$ cat src/rtl/core/sobel_gradient_magnitude_3x3_top_macros.svh
// assertion macros for the sobel gradient block
// included by the top level; no other dependencies
`ifndef SOBEL_GRADIENT_MAGNITUDE_3X3_TOP_MACROS_SVH
`define SOBEL_GRADIENT_MAGNITUDE_3X3_TOP_MACROS_SVH

// same-cycle implication, disabled while reset is low
`define SGM_ASSERT_NOW(lbl, clk, rstn, ante, cons, msg) \
  lbl: assert property (@(posedge clk) disable iff (!rstn) (ante) |-> (cons)) \
    else $error(msg);

// next-cycle implication, disabled while reset is low
`define SGM_ASSERT_NEXT(lbl, clk, rstn, ante, cons, msg) \
  lbl: assert property (@(posedge clk) disable iff (!rstn) (ante) |=> (cons)) \
    else $error(msg);

`endif

$ cat src/rtl/core/sgm_pkg.sv
// shared constants and types of the sobel gradient block
// no dependencies
package sgm_pkg;

  localparam int PIX_W        = 8;
  localparam int MAG_W        = 11;
  localparam int GRAD_W       = 11;
  localparam int SUM_W        = 10;
  localparam int SQ_W         = 22;
  localparam int ROOT_STEP_W  = 4;

  localparam int WIDTH_REG_W  = 10;
  localparam int HEIGHT_REG_W = 13;
  localparam logic [WIDTH_REG_W-1:0]  WIDTH_RESET  = 10'd640;
  localparam logic [HEIGHT_REG_W-1:0] HEIGHT_RESET = 13'd480;
  localparam logic [HEIGHT_REG_W-1:0] HEIGHT_LIMIT = 13'd4096;

  localparam int APB_DATA_W = 32;
  localparam int APB_ADDR_W = 3;

  // register select, taken from paddr[2]
  localparam logic REG_IMAGE_WIDTH  = 1'b0;
  localparam logic REG_IMAGE_HEIGHT = 1'b1;

  typedef struct packed {
    logic busy;
    logic done;
  } sgm_root_stat_t;

endpackage

$ cat src/rtl/core/sgm_sqrt.sv
// iterative floor square root, two radicand bits per cycle
// depends on sgm_pkg
module sgm_sqrt (
  input  logic                        clk_i,
  input  logic                        rst_ni,
  input  logic                        start_i,
  input  logic [sgm_pkg::SQ_W-1:0]    radicand_i,
  output logic [sgm_pkg::MAG_W-1:0]   root_o,
  output sgm_pkg::sgm_root_stat_t     stat_o
);

  localparam int RW = sgm_pkg::MAG_W;
  localparam int SW = sgm_pkg::ROOT_STEP_W;

  logic                       busy_q, busy_d;
  logic                       done_q, done_d;
  logic [SW-1:0]              cnt_q, cnt_d;
  logic [sgm_pkg::SQ_W-1:0]   rad_q, rad_d;
  logic [RW+1:0]              rem_q, rem_d;
  logic [RW-1:0]              root_q, root_d;
  logic [RW+3:0]              shifted;
  logic [RW+3:0]              trial;
  logic [RW+3:0]              diff;

  assign shifted = {rem_q, rad_q[sgm_pkg::SQ_W-1 -: 2]};
  assign trial   = {2'b00, root_q, 2'b01};
  assign diff    = shifted - trial;

  always_comb begin
    busy_d = busy_q;
    done_d = 1'b0;
    cnt_d  = cnt_q;
    rad_d  = rad_q;
    rem_d  = rem_q;
    root_d = root_q;
    if (start_i) begin
      busy_d = 1'b1;
      cnt_d  = '0;
      rad_d  = radicand_i;
      rem_d  = '0;
      root_d = '0;
    end else if (busy_q) begin
      rad_d = {rad_q[sgm_pkg::SQ_W-3:0], 2'b00};
      if (shifted >= trial) begin
        rem_d  = diff[RW+1:0];
        root_d = {root_q[RW-2:0], 1'b1};
      end else begin
        rem_d  = shifted[RW+1:0];
        root_d = {root_q[RW-2:0], 1'b0};
      end
      cnt_d = cnt_q + SW'(1);
      if (cnt_q == SW'(RW - 1)) begin
        busy_d = 1'b0;
        done_d = 1'b1;
      end
    end
  end

  always_ff @(posedge clk_i or negedge rst_ni) begin
    if (!rst_ni) begin
      busy_q <= 1'b0;
      done_q <= 1'b0;
      cnt_q  <= '0;
    end else begin
      busy_q <= busy_d;
      done_q <= done_d;
      cnt_q  <= cnt_d;
    end
  end

  always_ff @(posedge clk_i) begin
    rad_q  <= rad_d;
    rem_q  <= rem_d;
    root_q <= root_d;
  end

  assign root_o      = root_q;
  assign stat_o.busy = busy_q;
  assign stat_o.done = done_q;

endmodule

$ cat config.mk
export PLATFORM = sky130hd
export DESIGN_NAME = sgm_sqrt
export DESIGN_NICKNAME = d
export VERILOG_FILES = /design/src/rtl/core/sobel_gradient_magnitude_3x3_top_macros.svh /design/src/rtl/core/sgm_pkg.sv /design/src/rtl/core/sgm_sqrt.sv
export SDC_FILE = /design/constraint.sdc
export NUM_CORES = 1
export LEC_CHECK = 0
export BUFFER_PORTS_ARGS = -buffer_cell sky130_fd_sc_hd__buf_2
export CORE_MARGIN = 5
export CORE_UTILIZATION = 50
export CTS_CLUSTER_DIAMETER = 30
export CTS_CLUSTER_SIZE = 20
export DETAILED_ROUTE_END_ITERATION = 8
export HOLD_SLACK_MARGIN = 0.05
export PLACE_DENSITY_LB_ADDON = 0.2
export SLEW_MARGIN = 0
export SYNTH_ARGS = -nofsm -noshare
export SYNTH_HDL_FRONTEND = slang
export SYNTH_SLANG_ARGS = --single-unit
$ cat constraint.sdc
create_clock -name clk_i -period 2.1 [get_ports clk_i]
set_input_delay 0.42 -clock clk_i [delete_from_list [all_inputs] [get_ports clk_i]]
set_output_delay 0.42 -clock clk_i [all_outputs]
set_load 0.01 [all_outputs]
### Yosys cells after proc, flatten, opt, wreduce, memory -nomap -nowiden

Index checks and enable logic that the tools add are counted.

* equality and inequality tests: 1
* reductions and logical operators: 1
* add/sub/neg operators: 2
* mux-type cells: 12
* order comparisons: 1

Operator list (count)
* $mux 22: 2
* $ge 15x13->1: 1
* $mux 13: 1
* $sub 13x13->13: 1
* $mux 4: 2
* $mux 1: 7
* $add 4x1->4 const B: 1
* $eq 4x4->1 const B: 1
* $reduce_bool 2->1: 1

* output and inout port bits: 13
* bits in registers: 52
* bits of input ports: 25
* logic and storage cells: 23

### Longest topological paths before layout

Gate-level depths: netlist (run 1).

* word-level depth: 4
* depth in mapped cells: 9

### Worst setup path before layout (run 1)

Ideal clock, no wire load.

* path kind: register to register
* start: reg root_q[8] (netlist: root_o[8])
* end: reg rem_q[5]
* cell stages (with the launch flop): 9
* slack: -0.078 ns
* required time: 2.012 ns
* data arrival time: 2.090 ns
* buffers on the path: 1
* period minus slack after synthesis: 2.178 ns
* cell sequence: dfxtp_1 inv_1 ha_1 a21oi_2 o21ai_2 a2111oi_4 buf_6 nand3_2 a311oi_2

* word-level cells in the longest chain between the ends: 2

RTL lines
* from (decl): RTL line sgm_sqrt.sv:20 `logic [RW-1:0] root_q, root_d;`
* from (signal assigned): RTL line sgm_sqrt.sv:74 `root_q <= root_d;`
* $ge 15x13->1: RTL line sgm_sqrt.sv:44 `if (shifted >= trial) begin`
* $mux 13: RTL line sgm_sqrt.sv:44
* to (signal assigned): RTL line sgm_sqrt.sv:73 `rem_q <= rem_d;`
* to (decl): RTL line sgm_sqrt.sv:19 `logic [RW+1:0] rem_q, rem_d;`

Every way passes these cells.
A chain may end at the register's enable or synchronous reset.

### Final worst setup path (run 1)

* start: reg root_q[2] (netlist: root_o[2])
* end: reg rem_q[8]

* word-level cells in the longest chain between the ends: 2
* elaborated cells between the ends (all ways): 3
* classes of those cells: 1 x add/sub; 1 x order compare; 1 x mux

RTL lines (RTL line)
* $sub 13x13->13 / $ge 15x13->1 (equally long branches): sgm_sqrt.sv:27, sgm_sqrt.sv:44
* $mux 13 (*): sgm_sqrt.sv:44

Mark *: on every way between the ends. The rest lies on a longest branch, timed or not.

==> results.sh, run 1 <==
export IMPL_synth_area_leaders="edfxtp_1, dfxtp_1, mux2_2"
export IMPL_period_minus_slack_ns=2.08
export IMPL_path_clk_slew_ns=0.11
export IMPL_yosys_area_top_type="edfxtp_1"
export IMPL_numCtsBuffers=5
export IMPL_hold_class="in -> reg"
export IMPL_startpoint="root_o[2]"
export IMPL_reg2regPathDepth=8
export IMPL_setup_violations=0
export IMPL_core_um2=5920
export IMPL_min_from="radicand_i[0]"
export IMPL_port_buffers=37
export IMPL_synth_top_area_share_pct=21.6
export IMPL_yosys_warnings=0
export IMPL_ant_nets=0
export IMPL_p_per_area_nw_per_um2=1330
export IMPL_die_area_um2=7780
export IMPL_whs_ns=0.375
export IMPL_dieHeight_um=88.2
export IMPL_hold_path_end="rad_q[0]"
export IMPL_yosysMostFrequentCell="nor2_1"
export IMPL_cts_tree="done"
export IMPL_peakVddDrop_mv=0.746
export IMPL_postSynthAreaPerCell_um2=10.4
export IMPL_synth_nets=333
export IMPL_reg2reg_slack_ns=0.02
export IMPL_worstPathCellList="inv_2, ha_4, o211ai_1, o211ai_1, nand3_2, buf_4, a221oi_1, a2111oi_2"
export IMPL_fp_row_count=28
export IMPL_cts_htree_levels=2
export IMPL_firstDrtPassIters=4
export IMPL_wirelength_um=7150
export IMPL_ctsLongestPathBuffers=2
export IMPL_async_reset_ff_share_pct=11.5
export IMPL_gp_congestion=0.905
export IMPL_cp_required_ns=2.31
export IMPL_synth_edf_count=22
export IMPL_max_stage_delay_ns=0.41
export IMPL_clockRootBuffer="clkbuf_8"
export IMPL_drc=0
export IMPL_antenna_cells=0
export IMPL_leakagePower_uw=0.00174
export IMPL_finalInstanceArea_um2=3990
export IMPL_maxCapViolCount=0
export IMPL_clock_skew_final_ns=0.00878
export IMPL_synthToLayoutAreaGrowth_pct=30.6
export IMPL_crit_slowest_cell="o211ai_1"
export IMPL_r2r_start="root_o[2]"
export IMPL_crit_top_cell="o211ai_1"
export IMPL_grt_use_total_pct=18.8
export IMPL_fmax_mhz=481
export IMPL_grt_setup_unrepaired="yes"
export IMPL_dp_cells=432
export IMPL_ys_seq_elements=52
export IMPL_drv_slew=0
export IMPL_drive_above_1_share_pct=45.6
export IMPL_clock_sinks=52
export IMPL_hold_violations=0
export IMPL_fin_total_pwr_uw=5320
export IMPL_vias=2540
export IMPL_dp_hpwl_um=5010
export IMPL_yosysSeqAreaShare_pct=42.2
export IMPL_grt_max_degree=34
export IMPL_tightestPinTransition_ns=0.446
export IMPL_vias_per_cell=5.67
export IMPL_syn_inst=293
export IMPL_first_global_vias=2457
export IMPL_antenna_found_initial=0
export IMPL_start_util_pct=51.6
export IMPL_synth_common_cells="nor2_1, dfxtp_1, edfxtp_1"
export IMPL_io_pins=38
export IMPL_post_dp_cell_area_um2=3580
export IMPL_max_slew_margin_pct=70.2
export IMPL_fin_crit_sh_pct=99.0
export IMPL_nets=412
export IMPL_overflow=0
export IMPL_outcome="completed"
export IMPL_start_kind="flop"
export IMPL_hold_depth=2
export IMPL_synthDistinctLibCells=57
export IMPL_wl_per_cell_um=15.9
export IMPL_critPathArrivalTime_ns=2.29
export IMPL_path_class="reg -> reg"
export IMPL_clk_latency_ns=0.32
export IMPL_drt_iter0_markers=172
export IMPL_endpoint_kind="flop"
export IMPL_r2r_end="rem_q[8]"
export IMPL_grt_pass1_wl_um=11500
export IMPL_final_cells=448
export IMPL_die_w_um=88.2
export IMPL_synth_top_flop_cell="dfxtp_1"
export IMPL_finalSetupTns_ns=0
export IMPL_crit_fanout=6
export IMPL_syn_area_um2=3060
cell families (layout without fill, tap and decap cells):
family	count (synthesis)	in the layout	synth area share (%)
compound gates	69	69	18.7
xor+xnor	6	6	1.72
fa+ha+maj	15	15	6.14
buf+inv	38	117	5.57
flops	52	52	42.2
mux	30	30	10.6
simple gates	83	84	15.0
worst max-delay path: cells and delay by family (launching register included):
family / cells / cell delay (ns)
AO/OA/AOI/OAI: 4 / 0.92
adder cells (fa/ha/maj): 1 / 0.28
buffers and inverters: 2 / 0.24
flip-flops: 1 / 0.35
AND/OR/NAND/NOR: 1 / 0.17
registers in the layout, indices dropped and copies added (netlist names):
register / cells
busy_q: 1
cnt_q: 4
done_q: 1
rad_q: 22
rem_q: 13
root_o: 11
layout make-up:
cell class	instances	area [um2]
well taps	75	93.8
clock inverters	3	28.8
inverters	21	78.8
flip-flops and latches	52	1300
multi-input cells	204	1840
clock buffers	5	68.8
fillers	482	1930
repair buffers	88	582
where the power goes:
part           switching [uW]  internal [uW]  total, uW  leakage [uW]
sequential                144           1230       1380      0.000514
clock                     392            253        644     0.0000511
combinational            1610           1690       3300       0.00117
what timing repair did:
item | CTS | global route
pin swaps | 3 | 14
buffers inserted | 4 | 3
endpoints found under the setup margin | 7 | 14
cloned | 0 | 1
hold buffers | 1 | 0
endpoints found under the hold margin | 6 | 0
gates resized for setup | 6 | 38
placed cells by master, fill, tap and decap left out, types with 6 or more instances in the layout:
master	netlist	routed
a21o_1	7	6
a21oi_1	8	6
and3_1	9	9
buf_2	1	37
buf_4	3	47
dfrtp_1	6	6
dfxtp_1	24	15
dfxtp_2	0	9
edfxtp_1	22	22
ha_4	0	11
inv_1	20	16
mux2_2	20	20
mux2i_1	10	10
nand2_1	11	11
nor2_1	29	29
o21ai_0	10	8
worst max path at each step:
stage / end / slack, ns
finish: rem_q[8] / 0.02
global route: rem_q[4] / -0.08
CTS: rem_q[2] / 0.001
detailed placement: rem_q[2] / -0.008
global placement: rem_q[2] / -0.04
floorplan: rem_q[5] / -0.05
per-stage QoR:
stage	utilization, %	setup WS [ns]
finish	67.4	0.0217
global route	67.4	-0.0787
CTS	63.5	0.00139
detailed placement	60.5	-0.00822
global placement	60.5	-0.0427
floorplan	-	-0.0492
layer usage:
layer | part of all wire [%] | vias up | track usage [%]
li1 | - | 1249 | -
met1 | 45 | 1220 | 26.1
met2 | 49 | 56 | 30.2
met3 | 3.6 | 15 | 3.29
met4 | 2.1 | 0 | 5.08
met5 | 0 | - | 0
No activity file was read; power rests on OpenSTA's default activity.
==> run 2: changes to the inputs <==
- clock period: 2.1 -> 1.7 ns (I/O delays scaled with it)
==> results.sh, run 2 (synthesis results as in run 1) <==
export IMPL_wirelength_um=9690
export IMPL_worstPathCellList="inv_2, ha_4, o211ai_1, o211ai_1, nand3_4, a211o_1, a311oi_2"
export IMPL_reg2reg_slack_ns=-0.64
export IMPL_max_stage_delay_ns=0.50
export IMPL_crit_buf_inv=1
export IMPL_seqPwrFrac_pct=20.4
export IMPL_r2r_start="root_o[1]"
export IMPL_switchingPower_uw=3450
export IMPL_critPathArrivalTime_ns=2.55
export IMPL_clock_sinks=52
export IMPL_fmax_mhz=427
export IMPL_setup_violations=14
export IMPL_grt_setup_unrepaired="yes"
export IMPL_crit_top_cell="o211ai_1"
export IMPL_hold_depth=2
export IMPL_post_dp_cell_area_um2=3780
export IMPL_overflow=0
export IMPL_finalInstanceArea_um2=4530
export IMPL_hold_class="in -> reg"
export IMPL_cts_htree_levels=2
export IMPL_start_kind="flop"
export IMPL_regMostFlops="rad_q"
export IMPL_leakagePower_uw=0.00200
export IMPL_place_ws_ns=-0.512
export IMPL_path_class="reg -> reg"
export IMPL_fin_total_pwr_uw=8370
export IMPL_fillers=352
export IMPL_outcome="finished with violations"
export IMPL_path_delay_family="compound AO/OA/AOI/OAI gates"
export IMPL_clock_skew_final_ns=0.00770
export IMPL_reg2regPathDepth=7
export IMPL_die_area_um2=7780
export IMPL_fin_crit_sh_pct=138
export IMPL_power_frac_clock_pct=8.7
export IMPL_final_cells=488
export IMPL_fin_ws_ns=-0.643
export IMPL_die_w_um=88.2
export IMPL_path_clk_slew_ns=0.10
export IMPL_fp_row_count=28
export IMPL_drc=0
export IMPL_antenna_cells=0
export IMPL_synthToLayoutAreaGrowth_pct=48.2
export IMPL_p_per_area_nw_per_um2=1850
export IMPL_hold_path_end="rad_q[1]"
export IMPL_swShare_pct=41.3
export IMPL_first_global_vias=3006
export IMPL_clockRootBuffer="clkbuf_8"
export IMPL_dp_hpwl_um=5370
export IMPL_drv_slew=0
export IMPL_ant_nets=0
export IMPL_max_slew_margin_pct=63.3
export IMPL_drive_above_1_share_pct=56.9
export IMPL_cp_required_ns=1.91
export IMPL_core_um2=5920
export IMPL_tightestPinTransition_ns=0.548
export IMPL_firstDrtPassIters=8
export IMPL_numCtsBuffers=5
export IMPL_largest_reg_flops=22
export IMPL_min_from="radicand_i[1]"
export IMPL_cts_tree="done"
export IMPL_nets=452
export IMPL_antenna_found_initial=0
export IMPL_wl_per_cell_um=19.9
export IMPL_port_buffers=37
export IMPL_ctsLongestPathBuffers=2
export IMPL_io_pins=38
export IMPL_r2r_end="rem_q[7]"
export IMPL_peakVddDrop_mv=0.962
export IMPL_grt_pass1_wl_um=14100
export IMPL_vias_per_cell=6.09
export IMPL_vias=2972
export IMPL_violations="setup timing"
export IMPL_drt_iter0_markers=242
export IMPL_dieHeight_um=88.2
export IMPL_internal_power_uw=4920
export IMPL_hold_violations=0
export IMPL_dp_cells=457
export IMPL_maxCapViolCount=0
export IMPL_whs_ns=0.309
export IMPL_clk_latency_ns=0.31
export IMPL_crit_fanout=6
export IMPL_endpoint_kind="flop"
export IMPL_gp_congestion=0.871
export IMPL_grt_max_degree=26
export IMPL_period_minus_slack_ns=2.34
export IMPL_final_cell_mix="buf_4, buf_2, nor2_1"
export IMPL_final_common_cell="buf_4"
export IMPL_start_util_pct=51.6
export IMPL_grt_use_total_pct=23.4
export IMPL_crit_slowest_cell="o211ai_1"
export IMPL_comb_power_share_pct=70.9
run 2: cell count changes in the layout (fill, tap and decap cells not counted), moves of 4 or more:
cell,delta
buf_6,+12
buf_4,+26
dfxtp_1,-5
inv_2,+4
inv_1,-4
dfxtp_2,+5
run 2: power groups by stage:
stage	Combinational [uW]	Sequential (uW)	Clock [uW]
after floorplan	2280	1660	0
after global placement	3590	1660	0
after detailed placement	3660	1660	0
after CTS	4640	1690	748
after global routing	6250	1720	803
final	5940	1700	729
run 2: worst max path at each step:
stage	startpoint	endpoint	cells after the start
after floorplan	root_o[6]	rem_q[5]	9
after global placement	root_o[8]	rem_q[3]	9
after detailed placement	root_o[4]	rem_q[4]	8
after CTS	root_o[6]	rem_q[4]	8
after global routing	root_o[1]	rem_q[7]	7
final	root_o[1]	rem_q[7]	7
run 2: metal layers:
metal  share of wire, %  up-vias  GRT usage [%]
met4                4.9        0           10.9
met2                 51      142           39.6
met5                  0        -              0
met3                5.6       48           4.61
met1                 38     1454           28.4
li1                   -     1328              -
run 2: per-stage QoR:
stage	util [%]	setup TNS, ns
2_1_floorplan	-	-5.31
3_3_place_gp	63.9	-5.61
3_5_place_dp	63.9	-6.41
4_1_cts	72.3	-4.02
5_1_grt	76.5	-8.19
6_report	76.5	-7.26
run 2: area by class of cell:
cell class / instances / area, um2 / share of cell area [%]
Tap cell: 75 / 93.8 / 2.07
Timing Repair Buffer: 128 / 952 / 21.0
Clock inverter: 3 / 21.3 / 0.469
Clock buffer: 5 / 68.8 / 1.52
Multi-Input combinational cell: 204 / 2010 / 44.3
Sequential cell: 52 / 1310 / 28.9
Inverter: 21 / 78.8 / 1.74
run 2: what timing repair did:
action,in CTS,in global routing
endpoints found under the setup margin,14,14
pin swaps,25,21
resized for setup,61,29
hold buffers,1,0
setup buffers,11,10
endpoints found under the hold margin,6,0
gates cloned,2,0
==> run 3: changes to the inputs <==
- CORE_UTILIZATION: 50 -> 40
==> results.sh, run 3 (synthesis results as in run 1) <==
export IMPL_startpoint="root_o[6]"
export IMPL_start_kind="flop"
export IMPL_io_pins=38
export IMPL_violations="setup timing"
export IMPL_max_stage_delay_ns=0.35
export IMPL_setup_violations=14
export IMPL_reg2reg_slack_ns=-0.33
export IMPL_min_from="radicand_i[0]"
export IMPL_regArea_um2=1310
export IMPL_cts_tree="done"
export IMPL_critPathArrivalTime_ns=2.27
export IMPL_cts_htree_levels=2
export IMPL_die_w_um=97.4
export IMPL_post_route_util_pct=60.5
export IMPL_switchingPower_uw=2940
export IMPL_peakVddDrop_mv=0.827
export IMPL_dp_hpwl_um=5440
export IMPL_path_delay_family="compound AO/OA/AOI/OAI gates"
export IMPL_core_um2=7330
export IMPL_synthToLayoutAreaGrowth_pct=45.0
export IMPL_numCtsBuffers=5
export IMPL_grt_max_degree=34
export IMPL_whs_ns=0.299
export IMPL_final_common_cell="buf_4"
export IMPL_start_util_pct=41.7
export IMPL_largest_reg_flops=22
export IMPL_maxCapViolCount=0
export IMPL_drv_slew=0
export IMPL_crit_fanout=5
export IMPL_first_global_vias=2766
export IMPL_wirelength_um=7760
export IMPL_ctsLongestPathBuffers=2
export IMPL_reg2regPathDepth=8
export IMPL_clock_sinks=52
export IMPL_dieHeight_um=97.4
export IMPL_hold_path_end="rad_q[0]"
export IMPL_gp_congestion=0.894
export IMPL_comb_power_share_pct=67.1
export IMPL_outcome="finished with violations"
export IMPL_swShare_pct=39.3
export IMPL_fin_crit_sh_pct=120
export IMPL_r2r_start="root_o[6]"
export IMPL_p_per_area_nw_per_um2=1690
export IMPL_power_frac_clock_pct=10.1
export IMPL_path_clk_slew_ns=0.10
export IMPL_internal_power_uw=4540
export IMPL_hold_depth=2
export IMPL_multiInputGateArea_um2=1970
export IMPL_port_buffers=37
export IMPL_crit_slowest_cell="dfxtp_2"
export IMPL_finalSetupTns_ns=-3.94
export IMPL_drive_above_1_share_pct=56.4
export IMPL_grt_use_total_pct=16.6
export IMPL_dp_cells=479
export IMPL_regMostFlops="rad_q"
export IMPL_vias_per_cell=5.26
export IMPL_leakagePower_uw=0.00194
export IMPL_fillers=615
export IMPL_period_minus_slack_ns=2.03
export IMPL_antenna_cells=0
export IMPL_fmax_mhz=492
export IMPL_fin_ws_ns=-0.332
export IMPL_nets=445
export IMPL_tightestPinTransition_ns=0.596
export IMPL_clock_skew_final_ns=0.00908
export IMPL_clk_latency_ns=0.32
export IMPL_hold_violations=0
export IMPL_r2r_end="rem_q[2]"
export IMPL_final_cell_mix="buf_4, buf_2, nor2_1"
export IMPL_seqPwrFrac_pct=22.8
export IMPL_grt_pass1_wl_um=13000
export IMPL_die_area_um2=9490
export IMPL_wl_per_cell_um=15.4
export IMPL_drt_iter0_markers=124
export IMPL_antenna_found_initial=0
export IMPL_fp_row_count=31
export IMPL_max_slew_margin_pct=60.2
export IMPL_worstPathCellList="inv_2, ha_4, nand4_4, nor4_4, a2111oi_4, buf_4, a211o_1, a311oi_2"
export IMPL_hold_class="in -> reg"
export IMPL_vias=2658
export IMPL_cp_required_ns=1.94
export IMPL_grt_setup_unrepaired="yes"
export IMPL_overflow=0
export IMPL_ant_nets=0
export IMPL_crit_buf_inv=2
export IMPL_drc=0
export IMPL_path_class="reg -> reg"
export IMPL_firstDrtPassIters=4
export IMPL_final_cells=505
export IMPL_endpoint_kind="flop"
export IMPL_clockRootBuffer="clkbuf_8"
run 3: timing repair:
action / CTS / global route
hold buffers: 1 / 0
gates cloned: 1 / 0
endpoints found under the setup margin: 14 / 15
endpoints found under the hold margin: 6 / 0
buffers inserted: 11 / 5
pin swaps: 25 / 19
resized for setup: 41 / 36
run 3: worst max path at each step:
stage,to,slack [ns],cells past startpoint
after floorplan,rem_q[5],-0.45,9
after global placement,rem_q[2],-0.42,8
after detailed placement,rem_q[9],-0.44,9
after CTS,rem_q[6],-0.35,8
after global routing,rem_q[7],-0.43,9
final,rem_q[2],-0.33,8
run 3: routing by layer:
metal | global-route usage [%] | vias to the layer above | part of all wire (%)
met3 | 2.51 | 11 | 2.3
li1 | - | 1323 | -
met5 | 0 | - | 0
met4 | 5.64 | 0 | 1.7
met2 | 28.7 | 36 | 50
met1 | 21.0 | 1288 | 46
run 3: power groups by stage:
stage	sequential, uW	combinational (uW)	clock (uW)
2_1_floorplan	1660	2280	0
5_1_grt	1730	5420	844
6_report	1710	5020	753
3_3_place_gp	1650	3600	0
4_1_cts	1670	4520	776
3_5_place_dp	1660	3640	0
run 3: through the flow:
stage	cell area [um2]	setup WS (ns)	total power, uW
final	4430	-0.332	7480
after global routing	4430	-0.425	8000
after CTS	4250	-0.351	6970
after detailed placement	3810	-0.442	5300
after global placement	3810	-0.421	5260
after floorplan	3080	-0.449	3940
run 3: layout make-up:
class	instances	share of cell area (%)
Clock buffer	5	1.55
Clock inverter	3	0.621
Inverter	21	1.78
Multi-Input combinational cell	204	44.3
Sequential cell	52	29.6
Tap cell	99	2.79
Timing Repair Buffer	121	19.3
